$ cat config.mk
export PLATFORM = sky130hd
export DESIGN_NAME = dvi_lane
export DESIGN_NICKNAME = d
export VERILOG_FILES = /design/src/dvi_pkg.sv /design/src/dvi_lane.sv
export SDC_FILE = /design/constraint.sdc
export NUM_CORES = 2
export LEC_CHECK = 0
export BUFFER_PORTS_ARGS = -buffer_cell sky130_fd_sc_hd__buf_2
export CORE_MARGIN = 10
export CORE_UTILIZATION = 60
export DETAILED_ROUTE_END_ITERATION = 6
export GPL_TIMING_DRIVEN = 0
export PLACE_DENSITY = 0.77
export SLEW_MARGIN = 15
export SYNTH_ARGS = -nofsm -noshare
export SYNTH_HDL_FRONTEND = slang
export SYNTH_SLANG_ARGS = --single-unit
export TNS_END_PERCENT = 30
$ cat constraint.sdc
create_clock -name clk -period 19.2 [get_ports clk]
set_input_delay 0.96 -clock clk [delete_from_list [all_inputs] [get_ports clk]]
set_output_delay 0.96 -clock clk [all_outputs]
set_load 0.01 [all_outputs]
$ cat src/dvi_pkg.sv
// Shared types and constants for the damped velocity integrator.
// Used by dvi_lane, dvi_ctrl and damped_velocity_integrator_core; no dependencies.
package dvi_pkg;

  localparam int VEL_W     = 31;
  localparam int LIMIT_W   = 30;
  localparam int GAIN_W    = 16;
  localparam int DT_W      = 16;
  localparam int CFG_IDX_W = 3;
  localparam int SUM_W     = VEL_W + 1;
  localparam int PRODD_W   = VEL_W + DT_W;
  localparam int COEF_W    = GAIN_W + DT_W;
  localparam int COEF_FRAC = 24;
  localparam int DECAY_W   = VEL_W + COEF_FRAC;
  localparam int DT_FRAC   = 16;

  // 0.01 and 0.0001 in Q.16, rounded up to the first excluded value
  localparam logic [SUM_W-1:0] DEADZONE    = SUM_W'(656);
  localparam logic [VEL_W-1:0] MIN_SPEED   = VEL_W'(7);
  localparam logic [DT_W-1:0]  MIN_ELAPSED = DT_W'(7);

  localparam logic [LIMIT_W-1:0] LIMIT_PITCH_RST = LIMIT_W'(43253760);
  localparam logic [LIMIT_W-1:0] LIMIT_YAW_RST   = LIMIT_W'(43253760);
  localparam logic [LIMIT_W-1:0] LIMIT_ZOOM_RST  = LIMIT_W'(524288000);
  localparam logic [GAIN_W-1:0]  DAMP_PITCH_RST  = GAIN_W'(2560);
  localparam logic [GAIN_W-1:0]  DAMP_YAW_RST    = GAIN_W'(3072);
  localparam logic [GAIN_W-1:0]  DAMP_ZOOM_RST   = GAIN_W'(2560);

  typedef enum logic [CFG_IDX_W-1:0] {
    REG_LIMIT_PITCH = 3'd0,
    REG_LIMIT_YAW   = 3'd1,
    REG_LIMIT_ZOOM  = 3'd2,
    REG_DAMP_PITCH  = 3'd3,
    REG_DAMP_YAW    = 3'd4,
    REG_DAMP_ZOOM   = 3'd5
  } cfg_reg_t;

  typedef enum logic {
    OP_IMPULSE = 1'b0,
    OP_TICK    = 1'b1
  } op_t;

  typedef enum logic [2:0] {
    ST_IDLE,
    ST_IMP,
    ST_MUL,
    ST_DEC,
    ST_UPD,
    ST_OUT
  } state_t;

  // per-phase strobes broadcast to all lanes
  typedef struct packed {
    logic imp;
    logic mul;
    logic dec;
    logic upd;
  } lane_ctl_t;

endpackage

$ cat src/dvi_lane.sv
// One velocity channel: impulse accumulation, tick delta and decay.
// Depends on dvi_pkg; sequenced by the phase strobes from dvi_ctrl.
module dvi_lane (
  input  logic                             clk,
  input  logic                             rst,
  input  dvi_pkg::lane_ctl_t               ctl,
  input  logic                             tick_en,
  input  logic [dvi_pkg::LIMIT_W-1:0]      limit,
  input  logic [dvi_pkg::GAIN_W-1:0]       gain,
  input  logic signed [dvi_pkg::VEL_W-1:0] impulse,
  input  logic [dvi_pkg::DT_W-1:0]         dt,
  output logic signed [dvi_pkg::VEL_W-1:0] delta,
  output logic                             moved,
  output logic                             active
);
  import dvi_pkg::*;

  logic signed [VEL_W-1:0] vel;
  logic                    live;
  logic                    neg;
  logic [PRODD_W-1:0]      prod_d;
  logic [COEF_W-1:0]       coef;
  logic [DECAY_W-1:0]      decay_prod;

  logic [VEL_W-1:0]        mag;
  logic signed [SUM_W-1:0] sum;
  logic [SUM_W-1:0]        sum_mag;
  logic signed [SUM_W-1:0] limit_s;
  logic signed [SUM_W-1:0] clamped;
  logic [PRODD_W-1:0]      d_sum;
  logic [VEL_W-1:0]        d_round;
  logic [DECAY_W-1:0]      k_sum;
  logic [VEL_W-1:0]        k_round;
  logic [VEL_W-1:0]        new_mag;
  logic                    coef_full;

  always_comb begin
    mag     = vel[VEL_W-1] ? VEL_W'(-vel) : VEL_W'(vel);
    sum     = SUM_W'(vel) + SUM_W'(impulse);
    sum_mag = sum[SUM_W-1] ? SUM_W'(-sum) : SUM_W'(sum);
    limit_s = signed'({{(SUM_W-LIMIT_W){1'b0}}, limit});
    if (sum < -limit_s) begin
      clamped = -limit_s;
    end else if (sum > limit_s) begin
      clamped = limit_s;
    end else begin
      clamped = sum;
    end
    d_sum     = prod_d + (PRODD_W'(1) << (DT_FRAC - 1));
    d_round   = d_sum[DT_FRAC +: VEL_W];
    k_sum     = decay_prod + (DECAY_W'(1) << (COEF_FRAC - 1));
    k_round   = k_sum[COEF_FRAC +: VEL_W];
    new_mag   = mag - k_round;
    coef_full = |coef[COEF_W-1:COEF_FRAC];
  end

  always_ff @(posedge clk) begin
    if (rst) begin
      vel    <= '0;
      active <= 1'b0;
      live   <= 1'b0;
    end else begin
      if (ctl.imp) begin
        live <= 1'b0;
        if (impulse != '0) begin
          if (sum_mag < DEADZONE) begin
            vel    <= '0;
            active <= 1'b0;
          end else begin
            vel    <= clamped[VEL_W-1:0];
            active <= 1'b1;
          end
        end
      end
      if (ctl.mul) begin
        if (tick_en && active && (mag < MIN_SPEED)) begin
          vel    <= '0;
          active <= 1'b0;
          live   <= 1'b0;
        end else begin
          live <= tick_en && active;
        end
      end
      if (ctl.upd && live) begin
        if (coef_full) begin
          vel    <= '0;
          active <= 1'b0;
        end else begin
          vel <= neg ? signed'(VEL_W'(-new_mag)) : signed'(new_mag);
        end
      end
    end
  end

  always_ff @(posedge clk) begin
    if (ctl.imp) begin
      delta <= '0;
    end
    if (ctl.mul) begin
      prod_d <= PRODD_W'(mag) * PRODD_W'(dt);
      coef   <= COEF_W'(gain) * COEF_W'(dt);
      neg    <= vel[VEL_W-1];
    end
    if (ctl.dec) begin
      decay_prod <= DECAY_W'(mag) * DECAY_W'(coef[COEF_FRAC-1:0]);
      if (live) begin
        delta <= neg ? signed'(VEL_W'(-d_round)) : signed'(d_round);
      end else begin
        delta <= '0;
      end
    end
  end

  assign moved = live;

endmodule

==> flow_summary.yaml <==
run_status:
  status: "completed"
final_layout:
  syn_to_final_growth_pct: 4.96
  finalNetCount: 9046
  utilization_pct: 63.3
  mostFrequentLayoutCell: "inv_1"
  layout_common_cells: "1382 x inv_1, 1234 x fa_1, 1069 x nand2_1, 599 x and2_1, 525 x ha_1"
  drive_gt1_share_pct: 3.19
timing:
  max_slew.worst_pin.slew_ps: 1440
  whs_ps: 602
  hold_viol_final: 0
  fin_crit_ps: 12310
  min_period_over_period_pct: 64.1
  clock_skew_ps: 42.5
  maxSlewHeadroom_pct: 4.13
  maxSlewViolCount: 0
  setup_viol: 0
  rsz0062_at_grt: "no"
  fmax_mhz: 81.2
  setup_tns_ps: 0
  layout_setup_ws_ps: 6890
worst_setup_path:
  arrival_ps: 12630
  criticalPathCategory: "reg -> reg"
  cpMostUsedCell: "fa_1"
  crit_slowest_cell: "clkbuf_1"
  required_ps: 19520
  cp-end-kind: "flop"
  cp-start-kind: "flop"
  slowest_delay_ps: 1030
  cp_max_fo: 10
placed_design:
  port_buffers: 116
  post-place-ws_ps: 7480
  gp_congestion: 1.06
  dp_hpwl_um: 185000
clock_tree:
  cts_max_path_buffers: 2
  cts_tree: "done"
  clk_latency_ps: 550
  htreeDepth: 4
  cts_made_buffers: 17
  clock-sinks: 161
  cts.clk_slew.worst_paths_ps: 90
  cts_resized: 0
  root_buffer: "clkbuf_16"
  ctsHoldBuffers: 0
  postCtsSetupRepairBufs: 0
grt:
  grt_use_met1_pct: 46.2
  busiest_layer: "met2"
  antenna_found_initial: 28
  grt_util_met3_pct: 12.7
  grt_pass1_wl_um: 335000
  grt_overflow_total: 0
  grt_max_degree: 39
  grt_pass1_vias: 54100
  track_usage_pct: 38.9
  gr-usage-met2_pct: 59.2
logic_synthesis:
  syn_nets: 8909
  ys.warnings.count: 0
  synth_cell_types: 90
  ys_async_sr_fraction_pct: 0
  syn_avg_cell_area_um2: 8.70
  netlist_area_um2: 61300
  ys_seq_elements: 161
  netlist_instances: 7050
  ys_seq_area_share_pct: 7.35
  synth_edf_count: 128
  synth_top_flop_cell: "edfxtp_1"
worst_hold_path:
  holdCritPathClass: "reg -> reg"
die:
  die_w_um: 340
  die-area_um2: 115000
  coreArea_um2: 102000
  rows: 117
  start_util_pct: 60.3
  die_h_um: 340
  pin_count: 133
routing:
  first_pass_iters: 6
  drcViolationCount: 0
  routedWlPerCell_um: 26.2
  viasPerCell: 6.07
  final_antenna_net_count: 0
  drtIter0Drc: 5267
  drt-total-wl_um: 225000
  vias: 52200
run:
  cap_violations: 0
==> cells in the mapped netlist, types with 27 or more instances <==
| cell type | n | share of area, % |
|---|---|---|
| nand3_1 | 95 | 0.78 |
| nand4_1 | 47 | 0.48 |
| clkbuf_1 | 358 | 2.2 |
| nor4_1 | 27 | 0.28 |
| and3_1 | 36 | 0.37 |
| nand2_1 | 1069 | 6.5 |
| nor2b_1 | 33 | 0.34 |
| nor3_1 | 94 | 0.77 |
| xor2_1 | 102 | 1.5 |
| inv_1 | 1382 | 8.5 |
| ha_1 | 525 | 11 |
| nor2_1 | 218 | 1.3 |
| dfxtp_1 | 33 | 1.1 |
| and2_1 | 599 | 6.1 |
| edfxtp_1 | 128 | 6.3 |
| xnor2_1 | 192 | 2.7 |
| a21o_1 | 90 | 1.1 |
| o21ai_0 | 129 | 1.1 |
| a21oi_1 | 199 | 1.6 |
| fa_1 | 1234 | 40 |
| a31oi_1 | 45 | 0.46 |
==> cell type report <==
class | count | area [um^2]
inverter | 1383 | 5190
antenna | 17 | 42.5
clock inverter | 15 | 205
sequential | 161 | 4500
fill | 8954 | 37200
clock buffer | 17 | 425
timing repair buffer | 118 | 614
multi-input combinational | 5138 | 50200
buffer | 368 | 1430
tap | 1368 | 1710
==> flip-flops by register name, summed over array words and instances, names as in the netlist <==
| name | count |
|---|---|
| coef | 32 |
| decay_prod | 32 |
| prod_d | 32 |
| delta | 31 |
| vel | 31 |
| active | 1 |
| moved | 1 |
| neg | 1 |
==> per-stage QoR <==
step	instances	area (um^2)
3_3_place_gp	8534	63600
5_1_grt	8571	64300
3_5_place_dp	8536	63600
2_1_floorplan	7050	61300
6_report	8585	64300
4_1_cts	8568	64300
==> path summary, 6_finish.rpt <==
kind | startpoint | end | slack (ps) | cells past startpoint
worst min register to register | active | active | 600 | 2
worst max register to register | vel[0] | decay_prod[53] | 6890 | 33
worst min-delay path | active | active | 600 | 2
worst max-delay path | vel[0] | decay_prod[53] | 6890 | 33
==> kinds of logic after synthesis <==
family | Yosys count | synth area share [%]
adders and majority gates | 1759 | 51.0
muxes | 20 | 0.347
DFF | 161 | 7.35
xor gates and xnor gates | 295 | 4.24
buffers and inverters | 1751 | 10.8
and+or+nand+nor | 2327 | 18.3
AOI/OAI and AO/OA | 737 | 7.98
==> layer usage <==
metal,vias up,wire length [um]
met2,3282,97800
met1,25800,80700
met5,-,94
met4,14,20200
met3,986,26400
li1,22100,-
==> worst max-delay path, delay by kind of cell (launching register included) <==
kind | cells | cell delay, ps
adder cells (fa/ha/maj) | 9 | 4160
buffers and inverters | 7 | 1920
XOR/XNOR | 2 | 1260
flip-flops | 1 | 810
AO/OA/AOI/OAI | 6 | 1870
AND/OR/NAND/NOR | 9 | 2040
Power is left out: the tool's default activity adds up to more than one toggle a clock period on the data nets, which glitch-free logic cannot reach.
