## src/dvi_pkg.sv

```systemverilog
// Shared types and constants for the damped velocity integrator.
// Used by dvi_lane, dvi_ctrl and damped_velocity_integrator_core; no dependencies.
package dvi_pkg;

  localparam int VEL_W     = 31;
  localparam int LIMIT_W   = 30;
  localparam int GAIN_W    = 16;
  localparam int DT_W      = 16;
  localparam int CFG_IDX_W = 3;
  localparam int SUM_W     = VEL_W + 1;
  localparam int PRODD_W   = VEL_W + DT_W;
  localparam int COEF_W    = GAIN_W + DT_W;
  localparam int COEF_FRAC = 24;
  localparam int DECAY_W   = VEL_W + COEF_FRAC;
  localparam int DT_FRAC   = 16;

  // 0.01 and 0.0001 in Q.16, rounded up to the first excluded value
  localparam logic [SUM_W-1:0] DEADZONE    = SUM_W'(656);
  localparam logic [VEL_W-1:0] MIN_SPEED   = VEL_W'(7);
  localparam logic [DT_W-1:0]  MIN_ELAPSED = DT_W'(7);

  localparam logic [LIMIT_W-1:0] LIMIT_PITCH_RST = LIMIT_W'(43253760);
  localparam logic [LIMIT_W-1:0] LIMIT_YAW_RST   = LIMIT_W'(43253760);
  localparam logic [LIMIT_W-1:0] LIMIT_ZOOM_RST  = LIMIT_W'(524288000);
  localparam logic [GAIN_W-1:0]  DAMP_PITCH_RST  = GAIN_W'(2560);
  localparam logic [GAIN_W-1:0]  DAMP_YAW_RST    = GAIN_W'(3072);
  localparam logic [GAIN_W-1:0]  DAMP_ZOOM_RST   = GAIN_W'(2560);

  typedef enum logic [CFG_IDX_W-1:0] {
    REG_LIMIT_PITCH = 3'd0,
    REG_LIMIT_YAW   = 3'd1,
    REG_LIMIT_ZOOM  = 3'd2,
    REG_DAMP_PITCH  = 3'd3,
    REG_DAMP_YAW    = 3'd4,
    REG_DAMP_ZOOM   = 3'd5
  } cfg_reg_t;

  typedef enum logic {
    OP_IMPULSE = 1'b0,
    OP_TICK    = 1'b1
  } op_t;

  typedef enum logic [2:0] {
    ST_IDLE,
    ST_IMP,
    ST_MUL,
    ST_DEC,
    ST_UPD,
    ST_OUT
  } state_t;

  // per-phase strobes broadcast to all lanes
  typedef struct packed {
    logic imp;
    logic mul;
    logic dec;
    logic upd;
  } lane_ctl_t;

endpackage

```

## src/dvi_ctrl.sv

```systemverilog
// Sequencer: takes one beat, steps the lanes through their phases, hands off a result.
// Depends on dvi_pkg.
module dvi_ctrl (
  input  logic               clk,
  input  logic               rst,
  input  logic               item_valid,
  input  logic               operation,
  input  logic               result_valid,
  input  logic               result_stall,
  output logic               item_stall,
  output logic               load_out,
  output dvi_pkg::lane_ctl_t ctl
);
  import dvi_pkg::*;

  state_t state;
  state_t state_next;

  always_ff @(posedge clk) begin
    if (rst) begin
      state <= ST_IDLE;
    end else begin
      state <= state_next;
    end
  end

  always_comb begin
    state_next = state;
    item_stall = 1'b1;
    load_out   = 1'b0;
    ctl        = '0;
    case (state)
      ST_IDLE: begin
        item_stall = 1'b0;
        if (item_valid) begin
          state_next = (operation == OP_TICK) ? ST_MUL : ST_IMP;
        end
      end
      ST_IMP: begin
        ctl.imp    = 1'b1;
        state_next = ST_OUT;
      end
      ST_MUL: begin
        ctl.mul    = 1'b1;
        state_next = ST_DEC;
      end
      ST_DEC: begin
        ctl.dec    = 1'b1;
        state_next = ST_UPD;
      end
      ST_UPD: begin
        ctl.upd    = 1'b1;
        state_next = ST_OUT;
      end
      ST_OUT: begin
        if (!result_valid || !result_stall) begin
          load_out   = 1'b1;
          state_next = ST_IDLE;
        end
      end
      default: begin
        state_next = ST_IDLE;
      end
    endcase
  end

endmodule
```

## config.mk

```make
export PLATFORM = sky130hd
export DESIGN_NAME = dvi_ctrl
export DESIGN_NICKNAME = d
export VERILOG_FILES = /design/src/dvi_pkg.sv /design/src/dvi_ctrl.sv
export SDC_FILE = /design/constraint.sdc
export NUM_CORES = 1
export LEC_CHECK = 0
export ABC_AREA = 0
export BUFFER_PORTS_ARGS = -buffer_cell sky130_fd_sc_hd__buf_2
export CAP_MARGIN = 20
export CORE_AREA = 2 2 39 41
export DETAILED_ROUTE_END_ITERATION = 7
export DIE_AREA = 0 0 41 43
export HOLD_SLACK_MARGIN = 0.15
export SYNTH_ARGS = -nofsm -noshare
export SYNTH_HDL_FRONTEND = slang
export SYNTH_SLANG_ARGS = --single-unit
```

## constraint.sdc

```tcl
create_clock -name clk -period 1.2 [get_ports clk]
set_input_delay 0 -clock clk [delete_from_list [all_inputs] [get_ports clk]]
set_output_delay 0 -clock clk [all_outputs]
set_load 0.1 [all_outputs]
```

==> flow_summary.yaml, run 1 <==
place:
  gp_congestion: 0.717
  pre_cts_ws_ns: 0.172
  dp_hpwl_um: 343
  placed_area_um2: 383
  port_buffers: 11
final_layout:
  top_regs: "state (3)"
  fin_util_pct: 35.9
  top_register: "state"
  area_delta_synth_final_pct: 147
  largest_register_ffs: 3
  layout.nets: 52
  num_antenna_cells: 0
  drive_gt1_share_pct: 66.7
  final_area_um2: 497
sta:
  max_freq_ghz: 0.847
  fin_ws_ns: 0.0190
  finalHoldViolations: 0
  tightest_slew_ns: 0.236
  rsz0062_at_grt: "yes"
  clock_skew_ns: 0.00460
  layout_min_cycle_time_ns: 1.18
  post-route-period-util_pct: 98.4
  slew_viol_final: 0
  setup_violations: 0
  relSlewSlack_pct: 84.1
worst_hold_path:
  hp-class: "in -> reg"
yosys:
  synth_nets: 29
  synth-seq-cells: 3
  yosysTopAreaCellShare_pct: 29.8
  synth_area_per_cell_um2: 8.76
  synth_flop_cell: "dfxtp_1"
  syn_area_um2: 201
  synth.distinct_cells: 18
  synth.area.top_cells: "dfxtp_1 (30%), a21oi_1 (7.5%), nor3b_1 (7.5%)"
  netlist_instances: 23
  async_flop_share_pct: 0
  synth_edf_count: 0
  synth_commonest_cells: "a21oi_1 (3), dfxtp_1 (3), nor3b_1 (2)"
  synth_top_area_cell: "dfxtp_1"
  yosysSeqAreaShare_pct: 29.8
  yosys_warnings: 0
setup_path:
  cp-endpoint: "load_out"
  crit_start: "state[1]"
  reg2reg_depth: 4
  path_class: "reg -> out"
  crit_fanout: 5
  rr_endpoint: "state[2]"
  start_kind: "flop"
  reg2reg_slack_ns: 0.14
  cp-end-kind: "output port"
  cp.arrival_ns: 1.18
  required_ns: 1.20
  r2r-start: "state[1]"
floorplan:
  die_height_um: 43
  die_w_um: 41
  initial_core_util_pct: 14.6
  core_um2: 1380
  io_pins: 12
  dieArea_um2: 1760
  fp-row-count: 14
route:
  drt_pass1_iterations: 4
  routedWlPerCell_um: 9.31
  drt_iter0_markers: 6
  ant_nets: 0
  via_count: 254
  route.detailed.drc: 0
  viasPerCell: 4.16
  wirelength_um: 568
cts:
  numCtsBuffers: 3
  htree_levels: 1
  clock_latency_ns: 0.24
  cts_tree: "built"
  cts_root_buffer: "clkbuf_4"
  path_clk_slew_ns: 0.04
  clock_path_buffers: 2
  cts.sinks: 3
global_route:
  antenna_found_initial: 0
  grt_pass1_vias: 226
  grt.overflow.total: 0
  grt_max_degree: 10
  gr-usage-all-layers_pct: 8.02
  grt_pass1_wl_um: 862
pwr:
  power_density_nw_per_um2: 1540
  p_leak_nw: 0.220
  vdd_ir_drop_max_uv: 764
run_status:
  status: "finished clean"
job:
  drv_cap: 0
[logic make-up after synthesis]
group / synth area share, %
AND/OR/NAND/NOR: 36.6
AO/OA/AOI/OAI: 21.7
flip-flops: 29.8
buffers and inverters: 11.8
[cell usage in the layout (no fill, tap or decap)]
cell type and instances:
buf_12 6, dlygate4sd3_1 5, buf_2 5, a21oi_1 3
clkbuf_4 3, buf_4 3, nor3b_4 2, buf_6 2
dfxtp_2 2, nor2_2 1, and2_2 1, or3_4 1
and3b_2 1, nand2_1 1, and4b_2 1, a21o_2 1
a211oi_1 1, nor4_1 1, a21o_1 1, nor2b_1 1
o21ai_1 1, clkbuf_1 1, dfxtp_4 1
[power breakdown]
group / internal (mW) / switching, mW
Combinational: 0.187 / 0.253
Sequential: 0.116 / 0.0220
Clock: 0.125 / 0.0602
Total: 0.428 / 0.335
[metrics by stage]
stage          total power [mW]  hold WS (ns)  cells  TNS (ns)
3_5_place_dp              0.541         0.200     49         0
5_1_grt                   0.803         0.486     61   -0.0198
3_3_place_gp              0.540         0.199     49         0
6_report                  0.764         0.478     61         0
4_1_cts                   0.751         0.477     58         0
2_1_floorplan             0.428        0.0728     23    -0.214
[critical path, cell delays in order (launching register included)]
cell	delay, ns
dfxtp_4	0.34
buf_6	0.13
and4b_2	0.30
buf_12	0.18
[worst min path at each step]
stage                     start  endpoint  slack, ns  cells past startpoint
final                       rst  state[2]       0.48                      3
after global routing        rst  state[2]       0.49                      3
after detailed placement    rst  state[2]       0.20                      2
after floorplan             rst  state[2]       0.07                      1
after CTS                   rst  state[2]       0.48                      3
after global placement      rst  state[2]       0.20                      2
[layer usage]
metal / GRT usage [%] / vias to the layer above / share of wire, %
met5: 0 / - / 0
met4: 10.0 / 0 / 3.2
met2: 9.06 / 9 / 49
met1: 8.65 / 118 / 43
li1: - / 125 / -
met3: 4.71 / 2 / 4.2
[cell type report]
cell class / instances / area (um2)
clock buffer: 4 / 26.3
fill: 143 / 887
multi-input combinational: 17 / 144
sequential: 3 / 66.3
tap: 16 / 20.0
timing repair buffer: 21 / 240
[what timing repair did]
action	in CTS	in global routing
endpoints found under the setup margin	2	3
pin swaps	0	0
endpoints found under the hold margin	3	0
buffers inserted	0	3
resized for setup	2	4
hold buffers	5	0
No activity file was read; power rests on OpenSTA's default activity.
==> run 2: changes to the inputs <==
--- a/config.mk
+++ b/config.mk
@@ -8,10 +8,13 @@
 export ABC_AREA = 0
 export BUFFER_PORTS_ARGS = -buffer_cell sky130_fd_sc_hd__buf_2
 export CAP_MARGIN = 20
+export CELL_PAD_IN_SITES_DETAIL_PLACEMENT = 0
+export CELL_PAD_IN_SITES_GLOBAL_PLACEMENT = 1
 export CORE_AREA = 2 2 39 41
 export DETAILED_ROUTE_END_ITERATION = 7
 export DIE_AREA = 0 0 41 43
 export HOLD_SLACK_MARGIN = 0.15
+export PLACE_DENSITY_LB_ADDON = 0.1
 export SYNTH_ARGS = -nofsm -noshare
 export SYNTH_HDL_FRONTEND = slang
 export SYNTH_SLANG_ARGS = --single-unit
==> run 2 against run 1 <==
Power down 1.7%. Combinational power fell by 2%. Largest cell class unchanged. Sequential share of layout area rose by 0.091 points. First-iteration DRC count is 83% lower. Utilization shrank 2.3 points. Critical path type unchanged. Cell area is 6.3% lower. Non-clock buffer count down 3. Fmax is 2.3% higher. Critical path depth stayed put.
==> flow_summary.yaml, run 2 (same netlist as run 1, synthesis figures left out) <==
cts:
  cts_root_buffer: "clkbuf_4"
  htree_levels: 1
  path_clk_slew_ns: 0.04
  clock_latency_ns: 0.24
  clock_path_buffers: 2
  cts.sinks: 3
  cts_tree: "built"
  numCtsBuffers: 3
setup_path:
  path_class: "reg -> out"
  reg2reg_depth: 3
  start_kind: "flop"
  required_ns: 1.20
  crit_fanout: 4
  reg2reg_slack_ns: 0.16
  cp.arrival_ns: 1.15
  cp-end-kind: "output port"
final_layout:
  layout.nets: 49
  top_regs: "state (3)"
  num_antenna_cells: 0
  layout_common_cells: "buf_12 (6), buf_2 (5), a21oi_1 (3), clkbuf_4 (3), dlygate4sd3_1 (3)"
  area_delta_synth_final_pct: 131
  layout.cells.non_filler: 58
  fillers: 145
  largest_register_ffs: 3
  top_register: "state"
  drive_gt1_share_pct: 66.7
  multi_input_area_um2: 144
  ff_latch_area_um2: 62.6
  mostFrequentLayoutCell: "buf_12"
global_route:
  grt.overflow.total: 0
  grt_pass1_vias: 237
  grt_pass1_wl_um: 938
  grt_max_degree: 10
  gr-usage-all-layers_pct: 8.32
  antenna_found_initial: 0
sta:
  max_freq_ghz: 0.866
  tightest_slew_ns: 0.218
  relSlewSlack_pct: 85.3
  layout_min_cycle_time_ns: 1.15
  clock_skew_ns: 0.00612
  fin_ws_ns: 0.0451
  rsz0062_at_grt: "no"
  finalHoldViolations: 0
  post-route-period-util_pct: 96.2
  setup_violations: 0
  slew_viol_final: 0
pwr:
  power_frac_clock_pct: 24.2
  internal_power_mw: 0.421
  p_comb_share_pct: 57.5
  p_leak_nw: 0.205
  switchingPower_mw: 0.330
  vdd_ir_drop_max_uv: 747
  seq_power_share_pct: 18.3
  power_density_nw_per_um2: 1610
  switching_share_pct: 43.9
route:
  drt_iter0_markers: 1
  wirelength_um: 526
  drt_pass1_iterations: 2
  viasPerCell: 4.09
  routedWlPerCell_um: 9.07
  route.detailed.drc: 0
  ant_nets: 0
  via_count: 237
run_status:
  status: "finished clean"
floorplan:
  die_height_um: 43
  fp-row-count: 14
  initial_core_util_pct: 14.6
  core_um2: 1380
  dieArea_um2: 1760
  die_w_um: 41
  io_pins: 12
place:
  placed_cells: 50
  port_buffers: 11
  gp_congestion: 0.670
  pre_cts_ws_ns: 0.175
worst_hold_path:
  whs_path_depth: 4
  hp-class: "in -> reg"
job:
  drv_cap: 0
## run 2: changes by cell type in the layout (fill, tap and decap cells not counted), sizes merged
cell         before  now
dlygate4sd3       5    3
buf              16   15
## run 2: path summary, 6_finish.rpt
check                             startpoint       end
worst max-delay path                state[1]  load_out
worst min-delay path            result_stall  state[0]
worst max register to register      state[0]  state[0]
worst min register to register      state[0]  state[0]
## run 2: power by group through the flow
| stage | combinational [mW] | clock, mW | sequential (mW) |
|---|---|---|---|
| after floorplan | 0.307 | 0 | 0.121 |
| after global placement | 0.415 | 0 | 0.135 |
| after detailed placement | 0.412 | 0 | 0.136 |
| after CTS | 0.421 | 0.189 | 0.134 |
| after global routing | 0.451 | 0.200 | 0.141 |
| final | 0.432 | 0.182 | 0.137 |
## run 2: area by class of cell
type	instances	share of cell area, %
repair buffers	18	45.7
well taps	16	4.30
flip-flops and latches	3	13.4
clock buffers	4	5.65
multi-input cells	17	30.9
## run 2: through the flow
step / hold WS (ns) / instance area, um2 / power [mW] / setup TNS (ns) / util, %
global route: 0.172 / 465 / 0.792 / 0 / 33.6
floorplan: 0.0728 / 236 / 0.428 / -0.214 / -
detailed placement: 0.213 / 390 / 0.548 / 0 / 28.2
finish: 0.153 / 465 / 0.751 / 0 / 33.6
CTS: 0.152 / 447 / 0.744 / 0 / 32.3
global placement: 0.215 / 390 / 0.550 / 0 / 28.2
## run 2: critical path, stage by stage, from the launching register on
cell and delay, ns:
dfxtp_2 0.32, buf_6 0.13, and4b_2 0.29, buf_12 0.18
## run 2: what timing repair did
| action | 4_1_cts | 5_1_grt |
|---|---|---|
| endpoints found under the hold margin | 3 | 0 |
| resized for setup | 0 | 4 |
| hold buffers | 3 | 0 |
| buffers inserted | 0 | 1 |
| endpoints found under the setup margin | 0 | 3 |
## run 2: per-layer routing
metal,wire length [um],part of all wire [%],GRT usage (%),vias up
met4,19,3.6,6.00,0
met2,258,49,11.3,12
met1,207,39,8.95,104
li1,-,-,-,119
met5,0,0,0,-
met3,41,7.8,5.24,2
